<file path="config.mk">
export PLATFORM = sky130hd
export DESIGN_NAME = sorted_priority_queue
export DESIGN_NICKNAME = d
export VERILOG_FILES = /design/src/hdl/spq_pkg.sv /design/src/hdl/sorted_priority_queue.sv /design/src/hdl/spq_cell.sv
export SDC_FILE = /design/constraint.sdc
export NUM_CORES = 2
export LEC_CHECK = 0
export BUFFER_PORTS_ARGS = -buffer_cell sky130_fd_sc_hd__clkbuf_2
export CORE_ASPECT_RATIO = 0.75
export CORE_MARGIN = 4
export CORE_UTILIZATION = 45
export CTS_CLUSTER_DIAMETER = 200
export DETAILED_ROUTE_END_ITERATION = 7
export PLACE_DENSITY_LB_ADDON = 0.08
export SYNTH_ARGS = -nofsm -noshare
export SYNTH_HDL_FRONTEND = slang
export SYNTH_SLANG_ARGS = --single-unit
export TNS_END_PERCENT = 10
</file>
<file path="constraint.sdc">
create_clock -name clk_i -period 14.3 [get_ports clk_i]
set_input_delay 0.715 -clock clk_i [delete_from_list [all_inputs] [get_ports clk_i]]
set_output_delay 0.715 -clock clk_i [all_outputs]
set_load 0.05 [all_outputs]
</file>
<file path="src/hdl/spq_pkg.sv">
// Shared operation codes, status codes and control types for the sorted priority queue.
package spq_pkg;

  localparam int unsigned OPCODE_W = 2;
  localparam int unsigned STATUS_W = 2;
  localparam int unsigned DATA_PORT_W = 32;
  localparam int unsigned PRIO_PORT_W = 16;
  localparam int unsigned COUNT_PORT_W = 5;

  typedef enum logic [OPCODE_W-1:0] {
    OP_INSERT = 2'd0,
    OP_REMOVE = 2'd1,
    OP_PEEK   = 2'd2
  } opcode_e;

  typedef enum logic [STATUS_W-1:0] {
    ST_OK    = 2'd0,
    ST_EMPTY = 2'd1,
    ST_FULL  = 2'd2
  } status_e;

  // Per-cycle command broadcast to every cell of the chain.
  typedef struct packed {
    logic ins_en;
    logic rem_en;
  } cell_ctrl_t;

endpackage

</file>
<file path="src/hdl/sorted_priority_queue.sv">
// A result appears in the output register in the cycle after its transaction is accepted.
// Throughput: one transaction per cycle without stalls; an insert or removal is one shift.
// A stalled result holds in the output register while the next transaction is still taken
// as long as the consumer frees the register in the same cycle.
// Reset empties the queue at once by clearing the cell valid bits and the entry count.
module sorted_priority_queue
  import spq_pkg::*;
#(
  parameter int unsigned CAPACITY       = 16,
  parameter int unsigned DATA_WIDTH     = 32,
  parameter int unsigned PRIORITY_WIDTH = 16
) (
  input  logic                    clk_i,
  input  logic                    rst_ni,
  input  logic                    in_valid_i,
  output logic                    in_ready_o,
  input  logic [OPCODE_W-1:0]     opcode_i,
  input  logic [DATA_PORT_W-1:0]  item_data_i,
  input  logic [PRIO_PORT_W-1:0]  priority_req_i,
  output logic                    out_valid_o,
  input  logic                    out_ready_i,
  output logic [DATA_PORT_W-1:0]  result_data_o,
  output logic [STATUS_W-1:0]     status_o,
  output logic                    is_empty_o,
  output logic [COUNT_PORT_W-1:0] entry_count_o
);

  localparam int unsigned CNT_W = $clog2(CAPACITY + 1);

  // The queue is a row of cells kept in serving order, the head in cell 0.
  // An insert makes every cell compare its key with the new one in parallel;
  // cells behind the insertion point shift one place toward the tail and the
  // cell at the insertion point loads the new entry. A removal shifts every
  // cell one place toward the head.

  logic                      cell_valid [CAPACITY];
  logic [PRIORITY_WIDTH-1:0] cell_key   [CAPACITY];
  logic [DATA_WIDTH-1:0]     cell_data  [CAPACITY];
  logic                      cell_stay  [CAPACITY];
  logic [CAPACITY-1:0]       valid_vec;

  logic [CNT_W-1:0] count_q, count_d;
  logic             accept;
  cell_ctrl_t       ctrl;
  opcode_e          op;

  logic [DATA_WIDTH-1:0]     new_data;
  logic [PRIORITY_WIDTH-1:0] new_key;

  // Keep the low bits of the port fields, zero filling when the storage is wider.
  logic [DATA_WIDTH+DATA_PORT_W-1:0]     data_ext;
  logic [PRIORITY_WIDTH+PRIO_PORT_W-1:0] prio_ext;
  assign data_ext = {{DATA_WIDTH{1'b0}}, item_data_i};
  assign prio_ext = {{PRIORITY_WIDTH{1'b0}}, priority_req_i};
  assign new_data = data_ext[DATA_WIDTH-1:0];
  assign new_key  = prio_ext[PRIORITY_WIDTH-1:0];

  // The output register frees up when it is empty or drained this cycle.
  assign in_ready_o = !out_valid_o || out_ready_i;
  assign accept     = in_valid_i && in_ready_o;
  assign op         = opcode_e'(opcode_i);

  logic                   is_full;
  logic                   is_empty_now;
  logic [STATUS_W-1:0]    status_d;
  logic [DATA_WIDTH-1:0]  head_data_d;

  assign is_full      = (count_q >= CNT_W'(CAPACITY));
  assign is_empty_now = (count_q == '0);

  // Decode the transaction into a cell command, the new count and the result.
  always_comb begin
    ctrl        = '0;
    count_d     = count_q;
    status_d    = ST_OK;
    head_data_d = '0;
    if (accept) begin
      case (op)
        OP_INSERT: begin
          if (is_full) begin
            status_d = ST_FULL;
          end else begin
            ctrl.ins_en = 1'b1;
            count_d     = count_q + CNT_W'(1);
          end
        end
        OP_REMOVE: begin
          if (is_empty_now) begin
            status_d = ST_EMPTY;
          end else begin
            ctrl.rem_en = 1'b1;
            head_data_d = cell_data[0];
            count_d     = count_q - CNT_W'(1);
          end
        end
        OP_PEEK: begin
          if (is_empty_now) begin
            status_d = ST_EMPTY;
          end else begin
            head_data_d = cell_data[0];
          end
        end
        default: begin
          status_d = ST_OK;
        end
      endcase
    end
  end

  for (genvar i = 0; i < CAPACITY; i++) begin : g_cell
    logic                      l_stay, l_valid, r_valid;
    logic [PRIORITY_WIDTH-1:0] l_key, r_key;
    logic [DATA_WIDTH-1:0]     l_data, r_data;

    if (i == 0) begin : g_head
      // Nothing stands ahead of the head, so it loads the new entry directly.
      assign l_stay  = 1'b1;
      assign l_valid = 1'b0;
      assign l_key   = new_key;
      assign l_data  = new_data;
    end else begin : g_body
      assign l_stay  = cell_stay[i-1];
      assign l_valid = cell_valid[i-1];
      assign l_key   = cell_key[i-1];
      assign l_data  = cell_data[i-1];
    end

    if (i == CAPACITY - 1) begin : g_tail
      // The tail pulls in an empty slot on a removal.
      assign r_valid = 1'b0;
      assign r_key   = cell_key[i];
      assign r_data  = cell_data[i];
    end else begin : g_inner
      assign r_valid = cell_valid[i+1];
      assign r_key   = cell_key[i+1];
      assign r_data  = cell_data[i+1];
    end

    spq_cell #(
      .DATA_WIDTH     (DATA_WIDTH),
      .PRIORITY_WIDTH (PRIORITY_WIDTH)
    ) u_cell (
      .clk_i         (clk_i),
      .rst_ni        (rst_ni),
      .ctrl_i        (ctrl),
      .new_key_i     (new_key),
      .new_data_i    (new_data),
      .left_stay_i   (l_stay),
      .left_valid_i  (l_valid),
      .left_key_i    (l_key),
      .left_data_i   (l_data),
      .right_valid_i (r_valid),
      .right_key_i   (r_key),
      .right_data_i  (r_data),
      .stay_o        (cell_stay[i]),
      .valid_o       (cell_valid[i]),
      .key_o         (cell_key[i]),
      .data_o        (cell_data[i])
    );

    assign valid_vec[i] = cell_valid[i];
  end

  always_ff @(posedge clk_i or negedge rst_ni) begin
    if (!rst_ni) begin
      count_q <= '0;
    end else begin
      count_q <= count_d;
    end
  end

  // Result register. The payload carries no reset; only the valid flag does.
  logic                   out_valid_q, out_valid_d;
  logic [DATA_PORT_W-1:0] result_data_q, result_data_d;
  logic [STATUS_W-1:0]    status_q;
  logic                   is_empty_q;
  logic [COUNT_PORT_W-1:0] entry_count_q, entry_count_d;

  logic [DATA_WIDTH+DATA_PORT_W-1:0] res_ext;
  logic [CNT_W+COUNT_PORT_W-1:0]     cnt_ext;
  assign res_ext       = {{DATA_PORT_W{1'b0}}, head_data_d};
  assign cnt_ext       = {{COUNT_PORT_W{1'b0}}, count_d};
  assign result_data_d = res_ext[DATA_PORT_W-1:0];
  assign entry_count_d = cnt_ext[COUNT_PORT_W-1:0];

  always_comb begin
    out_valid_d = out_valid_q;
    if (accept) begin
      out_valid_d = 1'b1;
    end else if (out_ready_i) begin
      out_valid_d = 1'b0;
    end
  end

  always_ff @(posedge clk_i or negedge rst_ni) begin
    if (!rst_ni) begin
      out_valid_q <= 1'b0;
    end else begin
      out_valid_q <= out_valid_d;
    end
  end

  always_ff @(posedge clk_i) begin
    if (accept) begin
      result_data_q <= result_data_d;
      status_q      <= status_d;
      is_empty_q    <= (count_d == '0);
      entry_count_q <= entry_count_d;
    end
  end

  assign out_valid_o   = out_valid_q;
  assign result_data_o = result_data_q;
  assign status_o      = status_q;
  assign is_empty_o    = is_empty_q;
  assign entry_count_o = entry_count_q;

  // The count register and the occupied cells must always agree.
  a_count_matches_cells: assert property (@(posedge clk_i) disable iff (!rst_ni)
    $countones(valid_vec) == 32'(count_q))
    else $error("entry count disagrees with occupied cells");

  // The count never exceeds the number of cells.
  a_count_bounded: assert property (@(posedge clk_i) disable iff (!rst_ni)
    count_q <= CNT_W'(CAPACITY))
    else $error("entry count above capacity");

  // Occupied cells form a prefix of the row, so the head is filled whenever any cell is.
  a_head_filled: assert property (@(posedge clk_i) disable iff (!rst_ni)
    (count_q != '0) |-> cell_valid[0])
    else $error("queue not empty but head cell is free");

  // A successful insert grows the queue by exactly one entry.
  a_insert_grows: assert property (@(posedge clk_i) disable iff (!rst_ni)
    ctrl.ins_en |=> (count_q == $past(count_q) + CNT_W'(1)))
    else $error("insert did not add one entry");

  // A transaction always leaves a result in the output register.
  a_accept_gives_result: assert property (@(posedge clk_i) disable iff (!rst_ni)
    accept |=> out_valid_q)
    else $error("accepted transaction produced no result");

endmodule

</file>
<file path="src/hdl/spq_cell.sv">
// One slot of the sorted chain: holds a key and a data word and shifts toward either neighbor.
module spq_cell
  import spq_pkg::*;
#(
  parameter int unsigned DATA_WIDTH     = 32,
  parameter int unsigned PRIORITY_WIDTH = 16
) (
  input  logic                      clk_i,
  input  logic                      rst_ni,
  input  cell_ctrl_t                ctrl_i,
  input  logic [PRIORITY_WIDTH-1:0] new_key_i,
  input  logic [DATA_WIDTH-1:0]     new_data_i,
  input  logic                      left_stay_i,
  input  logic                      left_valid_i,
  input  logic [PRIORITY_WIDTH-1:0] left_key_i,
  input  logic [DATA_WIDTH-1:0]     left_data_i,
  input  logic                      right_valid_i,
  input  logic [PRIORITY_WIDTH-1:0] right_key_i,
  input  logic [DATA_WIDTH-1:0]     right_data_i,
  output logic                      stay_o,
  output logic                      valid_o,
  output logic [PRIORITY_WIDTH-1:0] key_o,
  output logic [DATA_WIDTH-1:0]     data_o
);

  logic                      valid_q, valid_d;
  logic [PRIORITY_WIDTH-1:0] key_q, key_d;
  logic [DATA_WIDTH-1:0]     data_q, data_d;

  // A held entry of equal or greater priority stays ahead of the new item.
  assign stay_o = valid_q && ($signed(key_q) >= $signed(new_key_i));

  always_comb begin
    valid_d = valid_q;
    key_d   = key_q;
    data_d  = data_q;
    if (ctrl_i.ins_en && !stay_o) begin
      if (left_stay_i) begin
        valid_d = 1'b1;
        key_d   = new_key_i;
        data_d  = new_data_i;
      end else begin
        valid_d = left_valid_i;
        key_d   = left_key_i;
        data_d  = left_data_i;
      end
    end else if (ctrl_i.rem_en) begin
      valid_d = right_valid_i;
      key_d   = right_key_i;
      data_d  = right_data_i;
    end
  end

  always_ff @(posedge clk_i or negedge rst_ni) begin
    if (!rst_ni) begin
      valid_q <= 1'b0;
    end else begin
      valid_q <= valid_d;
    end
  end

  always_ff @(posedge clk_i) begin
    key_q  <= key_d;
    data_q <= data_d;
  end

  assign valid_o = valid_q;
  assign key_o   = key_q;
  assign data_o  = data_q;

endmodule

</file>
-- Word level (Yosys, flattened, before mapping)
Index checks and enable logic that the tools add are counted.
- flip-flop bits (word level): 830
- bits of input ports: 54
- output and inout bits: 42
- logic and storage cells: 300
- $add $sub $neg: 2
- $lt $le $gt $ge: 17
- equality and inequality tests: 2
- multiplexer cells: 151
- bitwise operators: 1
- reductions and logical operators: 73
- operator list (kind ; count):
    32-bit 2-to-1 mux ; 45
    16-bit 2-to-1 mux ; 45
    16-bit greater-or-equal comparator ; 16
    1-bit 2-to-1 mux ; 54
    2-bit nonzero test ; 17
    1-bit logical AND ; 33
    1-bit zero test ; 17
    5-bit 2-to-1 mux ; 3
    5-bit zero test ; 2
    5-bit one-hot mux with 2 select lines ; 1
    5-bit by 1-bit adder with 5-bit output, second input constant ; 1
    5-bit greater-or-equal comparator, second input constant ; 1
    5-bit by 1-bit subtractor with 5-bit output, second input constant ; 1
    2-bit 2-to-1 mux ; 2
    2-bit one-hot mux with 2 select lines ; 1
    2-bit OR reduction ; 2
    2-bit by 1-bit equality test with 1-bit output, second input constant ; 1
    2-bit equality test, second input constant ; 1
    2-bit zero test ; 1
    1-bit logical OR ; 1
    1-bit NOT ; 1

-- Logic depth before layout (Yosys ltp)
- depth in word-level cells: 6
- mapped depth: 13

-- Hierarchy
A second synthesis with hierarchy kept.
- cell total of the unflattened synthesis: 3696
- area total of the unflattened synthesis: 53573.9 um^2
- by module, submodules not included (module ; instances ; cells each ; area an instance (um^2)):
    spq_cell (g_cell[0].u_cell ...) ; 8 ; 222 ; 3299.4
    spq_cell (g_cell[2].u_cell ...) ; 8 ; 222 ; 3145.5
    sorted_priority_queue ; 1 ; 144 ; 2014.4

-- Least setup slack after synthesis
OpenSTA, ideal clock, no wires.
- path kind: input to register
- start point: in out_ready_i
- end point: reg g_cell[15].u_cell.valid_q
- data arrival time: 5556 ps
- slack: 8670 ps
- cell stages on the path: 6
- cells stage by stage: nand2b_1 > nand2_1 > inv_1 > nand2_1 > o211ai_1 > a21bo_2
- longest elaborated chain between the ends: 5
- elaborated cells between the ends (all ways): 6
- classes of those cells: 2 x mux; 4 x reduce/logical
- RTL lines (what ; RTL line ; RTL):
    start: declaration ; sorted_priority_queue.sv:21 ; input logic out_ready_i,
    1-bit logical OR (*) ; sorted_priority_queue.sv:59 ; assign in_ready_o = !out_valid_o || out_ready_i;
    1-bit logical AND (*) ; sorted_priority_queue.sv:60 ; assign accept = in_valid_i && in_ready_o;
    via accept ; sorted_priority_queue.sv:43 ; logic accept;
    2-bit 2-to-1 mux (*) ; sorted_priority_queue.sv:77 ; if (accept) begin
    1-bit logical AND ; spq_cell.sv:37 ; if (ctrl_i.ins_en && !stay_o) begin
    1-bit 2-to-1 mux / 2-bit nonzero test (equally long branches) ; n/a ;
    end signal: assignment ; spq_cell.sv:58 ; valid_q <= valid_d;
    end: declaration ; spq_cell.sv:26 ; logic valid_q, valid_d;
Mark *: on every way through the listed nets, which the timed path passes. The rest lies on a longest branch.
A chain may end at the register's enable or synchronous reset.

-- Final worst setup path
- start point: in priority_req_i[10]
- end point: reg g_cell[1].u_cell.data_q[24] (enable)
- longest elaborated chain between the ends: 5
- RTL lines (what ; RTL line ; RTL):
    start: declaration ; sorted_priority_queue.sv:19 ; input logic [PRIO_PORT_W-1:0] priority_req_i,
    16-bit greater-or-equal comparator ; spq_cell.sv:31 ; assign stay_o = valid_q && ($signed(key_q) >= $signed(new_key_i));
    1-bit logical AND ; spq_cell.sv:31 ;
    1-bit zero test ; spq_cell.sv:37 ;
    1-bit logical AND ; spq_cell.sv:37 ;
    2-bit nonzero test (no line) ; n/a ;
    end signal: assignment ; spq_cell.sv:64 ; data_q <= data_d;
    end: declaration ; spq_cell.sv:28 ; logic [DATA_WIDTH-1:0] data_q, data_d;
Every way passes these cells.

==> results.yml <==
finish:
  final_area_um2: 51600
  antennaDiodeCount: 0
  drive_gt1_frac: 0.103
  nNetsFinal: 4410
  area_delta_synth_final_pct: 9.80
  fin_util: 0.499
status:
  run_status: "finished, final reports clean"
sta:
  tightest_slew_ns: 1.15
  setup-tns-final_ns: 0
  setup_ws_ns: 9.26
  hold_viol: 0
  fmax_mhz: 199
  fin_crit_ns: 5.04
  relSlewSlack: 0.234
  skew_ns: 0.0196
  hold_ws_ns: 0.159
  finalSetupViolCount: 0
  rsz0062_at_grt: "false"
  slew_viol_final: 0
  min_period_over_period: 0.352
clocking:
  clkLatencyLatePin_ns: 0.69
  cts_max_path_buffers: 3
  ctsHoldBuffers: 0
  numCtsBuffers: 91
  clock-root-buffer: "clkbuf_16"
  cts_resized: 0
  ctsHtreeMaxLevel: 3
  clock_sinks: 830
  post_cts_buffers: 0
  cts_tree: "yes"
  clk_pin_slew_ns: 0.06
setup_path:
  reg2reg_slack_ns: 9.80
  rr_startpoint: "g_cell[1].u_cell.key_o[1]"
  crit_path_start: "priority_req_i[10]"
  r2r-end: "g_cell[1].u_cell.data_o[24]"
  cp.arrival_ns: 5.35
  crit_end: "g_cell[1].u_cell.data_o[24]"
  crit_type: "input pin to register"
  start_kind: "input pin"
  cp.required_ns: 14.62
  critPathCaptureType: "register"
  reg2reg_depth: 10
  path_max_fanout: 40
synth:
  yosys-top-cells-area: "edfxtp_1 (52%), mux2i_1 (15%), ha_1 (6.9%)"
  async_flop_share: 0.0265
  synth_area_leader_cell: "edfxtp_1"
  synth_seq_area_share: 0.528
  avgSynthCellArea_um2: 11.4
  synth_area_um2: 47000
  netlist_instances: 4132
  yosys_register_bits: 830
  synthesis.nets: 4447
  ys_types: 67
  synth_warnings: 0
  synth.top_cell.area_share: 0.516
  synth_flop_cell: "edfxtp_1"
  synth_edf_count: 808
floorplan:
  die_w_um: 381
  start_util: 0.454
  fp-row-count: 102
  io_pins: 96
  die_area_um2: 110000
  die_h_um: 288
  placeableCoreArea_um2: 104000
pwr:
  pwr-share-seq: 0.424
  p_sw_frac: 0.313
  power.internal_mw: 4.64
  total_leakage_power_nw: 20.9
  clkPwrFrac: 0.343
  comb_power_share: 0.233
  powerDensity_nw_per_um2: 131
  vdd_ir_drop_max_v: 0.000104
  p_switching_mw: 2.11
hold_path:
  hold_class: "input pin to async pin"
routing:
  dr_wl_met2_um: 61300
  dr_wl_met3_um: 11100
  wl_um: 147000
  wl_met1_um: 71600
  via_count: 33300
  avgViaCountPerCell: 5.97
  dr.first_iter.drc_count: 3351
  ant_nets: 0
  avgRoutedWirePerCell_um: 26.4
  top_layer: "met4"
  first_pass_iters: 6
  drcViolationCount: 0
grt:
  grt_start_max_net_pins: 158
  overflow: 0
  grt_antenna_before_repair: 1
  grt_pass1_wl_um: 218000
  track_usage: 0.264
  grt_pass1_vias: 32200
place:
  io_buffers: 95
  place_area_um2: 48800
  gp_congestion: 0.893
  hpwlAfterDp_um: 95600
  place_ws_ns: 8.60
job:
  maxCapViolations: 0
[cell type report]
type                            count  area (um^2)
Clock buffer                      127         2470
Clock inverter                     41          357
Fill cell                        9289        51900
Inverter                           52          195
Multi-Input combinational cell   2945        20900
Sequential cell                   830        24800
Tap cell                         1404         1760
Timing Repair Buffer              175         1090
[critical path, cell delays in order]
cell and delay, ns:
clkbuf_2 0.36, inv_1 0.51, ha_1 0.49, nand4_1 0.19
a2111oi_0 0.60, nor4_1 0.16, o31ai_4 0.28, buf_4 0.54
nand2_1 0.20, nand2_2 0.61, buf_4 0.60
[metrics by stage]
step	total power, mW	instances
6_report	6.75	5574
5_1_grt	7.01	5574
4_1_cts	6.79	5574
3_5_place_dp	4.47	5406
3_3_place_gp	4.47	5406
2_1_floorplan	4.00	4132
[cells by family after synthesis]
kind of cell	after synthesis	synth area share
buffers and inverters	357	0.0334
and+or+nand+nor	830	0.0766
xor gates and xnor gates	1	0.000186
DFF	830	0.528
AOI/OAI and AO/OA	1086	0.127
muxes	767	0.166
adders and majority gates	261	0.0695
[layer usage]
metal | vias up | global-route usage
met5 | - | 0
met3 | 163 | 0.0570
li1 | 15400 | -
met1 | 16500 | 0.400
met2 | 1179 | 0.388
met4 | 0 | 0.0587
[worst min path at each step]
stage	from	end	slack, ns	depth (start not counted)
floorplan	rst_ni	count_q[0]	0.42	0
global placement	g_cell[4].u_cell.valid_o	g_cell[5].u_cell.valid_o	0.51	2
detailed placement	g_cell[4].u_cell.valid_o	g_cell[5].u_cell.valid_o	0.51	2
CTS	rst_ni	g_cell[12].u_cell.valid_o	0.15	1
global route	rst_ni	g_cell[12].u_cell.valid_o	0.17	1
finish	rst_ni	g_cell[12].u_cell.valid_o	0.16	1
[power groups by stage]
| stage | logic [mW] | registers [mW] | clock network, mW |
|---|---|---|---|
| 2_1_floorplan | 1.11 | 2.90 | 0 |
| 3_3_place_gp | 1.56 | 2.91 | 0 |
| 3_5_place_dp | 1.56 | 2.91 | 0 |
| 4_1_cts | 1.57 | 2.86 | 2.37 |
| 5_1_grt | 1.67 | 2.87 | 2.47 |
| 6_report | 1.58 | 2.86 | 2.31 |
[cell usage after synthesis (all sizes together), types with 36 or more instances]
master	number
a21oi	575
a31oi	52
and2	38
buf	119
clkbuf	186
edfxtp	808
ha	261
inv	52
mux2	84
mux2i	682
nand2	378
nand4	36
nor2	270
o21ai	343
[layout by cell type (no fill, tap or decap), types with 10 or more instances in the layout]
cell type / count
clkinv_1: 21
clkbuf_1: 31
and2_1: 36
nor2b_1: 13
mux2i_1: 682
nor2_1: 268
clkinv_2: 10
buf_4: 79
o211ai_1: 19
nand2b_1: 14
a21oi_1: 573
dfrtp_1: 22
nand3_1: 18
nand2_1: 366
clkbuf_2: 95
nand4_1: 35
o21ai_0: 340
nor4_1: 12
mux2_2: 80
a31oi_1: 50
inv_1: 51
clkbuf_16: 92
edfxtp_1: 808
a21o_1: 26
ha_1: 261
[registers in the layout (all words and copies together), names as in the netlist]
| signal | flops |
|---|---|
| count_q | 5 |
| g_cell.u_cell.valid_o | 16 |
| g_cell.u_cell.key_o | 256 |
| is_empty_o | 1 |
| result_data_o | 32 |
| status_o | 2 |
| g_cell.u_cell.data_o | 512 |
| out_valid_o | 1 |
| entry_count_o | 5 |
(Power assumes the default switching activity.)
